**config.mk**
```make
export PLATFORM = sky130hd
export DESIGN_NAME = imm_cell
export DESIGN_NICKNAME = d
export VERILOG_FILES = /design/src/sv/integer_matrix_multiply_macros.svh /design/src/sv/imm_pkg.sv /design/src/sv/imm_cell.sv
export SDC_FILE = /design/constraint.sdc
export NUM_CORES = 1
export LEC_CHECK = 0
export ABC_AREA = 1
export BUFFER_PORTS_ARGS = -buffer_cell sky130_fd_sc_hd__clkbuf_2
export CORE_MARGIN = 3
export CORE_UTILIZATION = 50
export DETAILED_ROUTE_END_ITERATION = 7
export PLACE_DENSITY = 0.72
export RECOVER_POWER = 100
export SLEW_MARGIN = 20
export SYNTH_ARGS = -nofsm -noshare
export SYNTH_HDL_FRONTEND = slang
export SYNTH_SLANG_ARGS = --single-unit
export TNS_END_PERCENT = 30
```
**constraint.sdc**
```tcl
create_clock -name clk -period 7.38 [get_ports clk]
set_clock_uncertainty 0.05 [all_clocks]
set_input_delay 1.107 -clock clk [delete_from_list [all_inputs] [get_ports clk]]
set_output_delay 1.107 -clock clk [all_outputs]
set_load 0.1 [all_outputs]
```
**src/sv/integer_matrix_multiply_macros.svh**
```systemverilog
`ifndef INTEGER_MATRIX_MULTIPLY_MACROS_SVH
`define INTEGER_MATRIX_MULTIPLY_MACROS_SVH

// Same-cycle implication, sampled on clk, off while arst_n is low.
`define IMM_ASSERT(label, ante, cons, msg) \
	label: assert property (@(posedge clk) disable iff (!arst_n) (ante) |-> (cons)) \
		else $error(msg);

// Next-cycle implication, sampled on clk, off while arst_n is low.
`define IMM_ASSERT_NEXT(label, ante, cons, msg) \
	label: assert property (@(posedge clk) disable iff (!arst_n) (ante) |=> (cons)) \
		else $error(msg);

`endif

```
**src/sv/imm_pkg.sv**
```systemverilog
package imm_pkg;

	localparam int DATA_W = 32;
	localparam int IDX_W  = 3;
	localparam int DIM_W  = 4;
	localparam int CFG_AW = 2;

	localparam logic [1:0] OP_LOAD_A = 2'd0;
	localparam logic [1:0] OP_LOAD_B = 2'd1;
	localparam logic [1:0] OP_START  = 2'd2;

	localparam logic [CFG_AW-1:0] REG_A_ROWS = 2'd0;
	localparam logic [CFG_AW-1:0] REG_A_COLS = 2'd1;
	localparam logic [CFG_AW-1:0] REG_B_ROWS = 2'd2;
	localparam logic [CFG_AW-1:0] REG_B_COLS = 2'd3;

	localparam logic [DIM_W-1:0] DIM_RESET = 4'd8;

	typedef struct packed {
		logic [1:0]               op;
		logic [IDX_W-1:0]         row;
		logic [IDX_W-1:0]         col;
		logic signed [DATA_W-1:0] value;
	} in_t;

	typedef struct packed {
		logic [IDX_W-1:0]         out_row;
		logic [IDX_W-1:0]         out_col;
		logic signed [DATA_W-1:0] result;
		logic                     last;
		logic                     status;
	} out_t;

	// One element of A travelling down the cell row.
	typedef struct packed {
		logic              vld;
		logic [DATA_W-1:0] a;
		logic [IDX_W-1:0]  k;
		logic              first;
		logic              lastk;
	} tok_t;

	// Broadcast write of one element of B.
	typedef struct packed {
		logic              we;
		logic [IDX_W-1:0]  row;
		logic [IDX_W-1:0]  col;
		logic [DATA_W-1:0] value;
	} bwr_t;

endpackage

```
**src/sv/imm_cell.sv**
```systemverilog
module imm_cell import imm_pkg::*; #(
	parameter int DIM_CAP = 8,
	parameter int J = 0
) (
	input  logic              clk,
	input  logic              arst_n,
	input  tok_t              tok_i,
	input  bwr_t              bwr,
	output tok_t              tok_o,
	output logic [DATA_W-1:0] acc
);

	localparam int KW = (DIM_CAP > 1) ? $clog2(DIM_CAP) : 1;

	logic [DATA_W-1:0]   b_q [DIM_CAP];
	logic [DATA_W-1:0]   b_sel;
	logic [2*DATA_W-1:0] mul;
	tok_t                tok_s1;
	logic [DATA_W-1:0]   prod_s1;
	logic [DATA_W-1:0]   acc_q;

	// This cell keeps column J of B.
	always_ff @(posedge clk) begin
		if (bwr.we && (int'(bwr.col) == J)) begin
			b_q[bwr.row[KW-1:0]] <= bwr.value;
		end
	end

	assign b_sel = b_q[tok_i.k[KW-1:0]];
	assign mul   = tok_i.a * b_sel;

	always_ff @(posedge clk or negedge arst_n) begin
		if (!arst_n) begin
			tok_s1 <= '0;
		end else begin
			tok_s1 <= tok_i;
		end
	end

	// Only the low word of the product matters for a wrapping sum.
	always_ff @(posedge clk) begin
		prod_s1 <= mul[DATA_W-1:0];
		if (tok_s1.vld) begin
			acc_q <= tok_s1.first ? prod_s1 : acc_q + prod_s1;
		end
	end

	assign tok_o = tok_s1;
	assign acc   = acc_q;

endmodule

```
# Word level (Yosys, flattened, before mapping)
# Memory sizes are Yosys's and may differ from the RTL's.
# Index checks and enable logic that the tools add are counted.
# totals
register_bits,102
latch_bits,0
ramBits,256
rom_bits,0
wordCells,15
memories,1
# mem_list
memory,words,width,read_ports,rd_clocked_by_memory_dff,wr,line_no,source
b_q,8,32,1,0,1,imm_cell.sv:15,logic [DATA_W-1:0] b_q [DIM_CAP];
# op_classes
add_sub_neg,1
mul,1
div,0
magnitude_cmp,0
n_eq_ne,0
n_shift,0
n_mux,3
n_bitwise,0
reduce_logical,2
# op_table
op,n
adder 32 bit,1
multiplier 32 x 32 -> 32 bit,1
two-way mux 32 bit,1
zero test 3 bit,1
two-way mux 1 bit,2
logical AND 1 bit,1

# Longest topological paths before layout
# logic_depth
depth_word,4
depth_mapped,38

# Least setup slack after synthesis
# OpenSTA, ideal clock, no wires.
# synth_path
path_type,in2reg
startpoint,in tok_i[2] (netlist name)
endpoint,reg prod_s1[29]
setup_ps,72
arrival_time_ps,7792
path_slack_ps,-534
stages,31
n_path_buf,3
cell_sequence,inv_2 > buf_6 > buf_2 > nand2_1 > nand2_1 > nand2_1 > nand3_1 > nand2_1 > inv_1 > clkbuf_1 > nand2_1 > fa_1 > inv_1 > fa_1 > inv_1 > fa_1 > inv_1 > fa_1 > inv_1 > fa_1 > inv_1 > fa_1 > fa_1 > fa_1 > ha_1 > nand2_1 > nor2_1 > nand2_1 > or4_1 > o221ai_1 > xor2_1
# synth_via
elab_chain_len,2
# synth_lines
item,line_no,source
from (decl),imm_cell.sv:7,"input tok_t tok_i,"
memory (8 x 32 bit),n/a,
multiplier 32 x 32 -> 32 bit,imm_cell.sv:30,assign mul = tok_i.a * b_sel;
net mul[29],imm_cell.sv:17,logic [2*DATA_W-1:0] mul;
to (signal assigned),imm_cell.sv:42,prod_s1 <= mul[DATA_W-1:0];
to (decl),imm_cell.sv:19,logic [DATA_W-1:0] prod_s1;
# The timed path passes the listed nets, and every way through them passes these cells.
# A chain may end at the register's enable or synchronous reset.

# Worst setup path in the final report
# Same ends and word-level chain as after synthesis.

==> qor.yml <==
slew_viol_final: 0
crit_type: "input pin to flip-flop"
timing.rr.start: "b_q[4][7]"
fin_crit_sh_pct: 101
yosysWarningCount: 0
syn_area_um2: 30600
setup_tns_ns: -0.119
dpl-instance-area_um2: 34700
wl_mm: 92.8
dieArea_um2: 64100
track_usage_pct: 28.9
synth-seq-cells: 358
postCtsHoldBufs: 0
seq_area_frac_synth_pct: 33.5
grt.overflow.total: 0
place.gp.congestion: 0.991
cts.path.max_buffers: 3
row_count: 89
max_freq_ghz: 0.134
synth_mux_area_share_pct: 0
numCtsBuffers: 40
first_iter_violations: 2144
cp_max_fo: 10
viasPerCell: 5.38
synth_edf_count: 288
synth-compound-area-share_pct: 4.23
r2r_end: "prod_s1[29]"
final_layout_size_suffix_gt1_share_pct: 18.5
synthFlopType: "edfxtp_1"
synth_cells: 3354
hold_viol: 0
drc_errors: 0
htreeDepth: 2
synth_fa_ha_area_share_pct: 33.1
nets: 4424
maxCapViolCount: 0
area_delta_synth_final_pct: 22.3
min_to: "acc[25]"
grt_pass1_wl_mm: 141
syn_nets: 3996
final_cell_mix: "nand2_1, inv_1, nor2_1"
cts_tree: "yes"
yosys.cell_types.count: 40
worstSkewPairLatency_ns: 0.59
slew_headroom_pct: 14.8
min_from: "prod_s1[25]"
grt_max_degree: 39
wl_per_cell_um: 20.2
place_ws_ns: -0.772
clkTransAtPathRegs_ns: 0.06
yosys.area_share.simple_pct: 18.3
grt_pass1_vias: 25200
firstDrtPassIters: 7
synth_top_family_by_area: "adder cells"
die_w_um: 253
fp.dieH_um: 253
rsz0062_at_grt: "yes"
antenna_found_initial: 3
final_common_cell: "nand2_1"
status: "finished with violations"
tightest_slew_ns: 1.28
violations: "negative setup slack"
clock-sinks: 358
ant_nets: 0
r2r_setup_slack_ns: 0.46
period_needed_ns: 7.48
worstPathRequired_ns: 7.84
vias: 24700
start_kind: "input pin"
core_area_um2: 59700
async_reset_ff_share_pct: 10.6
synth_xor_area_share_pct: 1.15
io_pins: 149
critPathArrivalTime_ns: 7.94
crit_path_end_kind: "flip-flop"
rr_worst_depth: 27
min_path_type: "flip-flop to flip-flop"
start_util_pct: 51.2
worst_slack_ns: -0.0968
finalInstanceArea_um2: 37400
cts-root-buf: "clkbuf_16"
post_synth.cell_area_avg_um2: 9.11
dpl.hpwl_mm: 69.9
portBuffers: 148
holdPathStages: 2
setup_violations: 2
[cells in the mapped netlist, types with 18 or more instances]
cell type,n,area (um2)
xnor2_1,19,166
nor2_1,457,1720
nand2_1,714,2680
o21ai_0,83,415
fa_1,409,8190
inv_1,639,2400
edfxtp_1,288,8650
buf_2,23,115
o211ai_1,19,143
nand3_1,173,866
dfxtp_1,32,641
or2_2,18,113
clkbuf_1,66,248
xor2_1,21,184
a21oi_1,73,365
ha_1,154,1930
dfrtp_1,38,951
[repair_timing]
action	in CTS	in global routing
gates resized for setup	70	132
setup endpoints to repair	9	15
buffers inserted	6	20
gates cloned	8	6
pin swaps	23	64
[stage by stage]
| stage | std cells | utilization, % | hold slack, ns |
|---|---|---|---|
| 6_report | 4589 | 62.6 | 0.483 |
| 5_1_grt | 4588 | 62.6 | 0.505 |
| 4_1_cts | 4561 | 61.5 | 0.483 |
| 3_5_place_dp | 4473 | 58.1 | 0.471 |
| 3_3_place_gp | 4473 | 58.1 | 0.466 |
| 2_1_floorplan | 3354 | - | 0.455 |
[how the worst max path moves through the flow]
stage | start | to
floorplan | tok_i[2] | prod_s1[29]
global placement | tok_i[3] | prod_s1[29]
detailed placement | tok_i[2] | prod_s1[29]
CTS | tok_i[3] | prod_s1[29]
global route | tok_i[2] | prod_s1[31]
finish | tok_i[2] | prod_s1[29]
[worst max-delay path: stages]
cell	delay (ns)
buf_16	0.15
inv_16	0.06
buf_6	0.14
buf_4	0.14
o21ai_0	0.22
o211ai_1	0.18
nand2_2	0.16
buf_4	0.19
nor2_1	0.07
fa_1	0.50
inv_1	0.05
fa_1	0.44
fa_1	0.54
fa_1	0.55
inv_1	0.05
fa_1	0.53
fa_1	0.45
fa_1	0.53
fa_1	0.47
ha_4	0.31
nand2_1	0.09
nor2_2	0.14
nand2_1	0.07
or4_1	0.48
o221ai_2	0.15
xor2_1	0.14
[metal layers]
metal | global-route usage [%] | wire length, um
met3 | 5.97 | 8460
met5 | 0 | 30
met1 | 35.5 | 34200
met4 | 13.0 | 4990
met2 | 49.3 | 45100
[cells by family after synthesis]
family,count (synthesis)
AND/OR/NAND/NOR,1399
buffers and inverters,765
adder cells (fa/ha/maj),563
flip-flops,358
AO/OA/AOI/OAI,229
XOR/XNOR,40
[area by class of cell]
cell class | count | area (um2)
multi-input combinational | 2231 | 18100
fill | 4838 | 22300
timing repair buffer | 499 | 4130
inverter | 652 | 2500
sequential | 358 | 10200
tap | 773 | 967
clock inverter | 19 | 223
antenna | 2 | 5.00
clock buffer | 55 | 1170
[registers in the layout, summed over array words and instances (netlist names)]
name / count
b_q: 256
prod_s1: 32
tok_o: 38
acc: 32
Power is not shown: default switching activity piles up to over one toggle a cycle in this logic, so the estimate is an artifact.
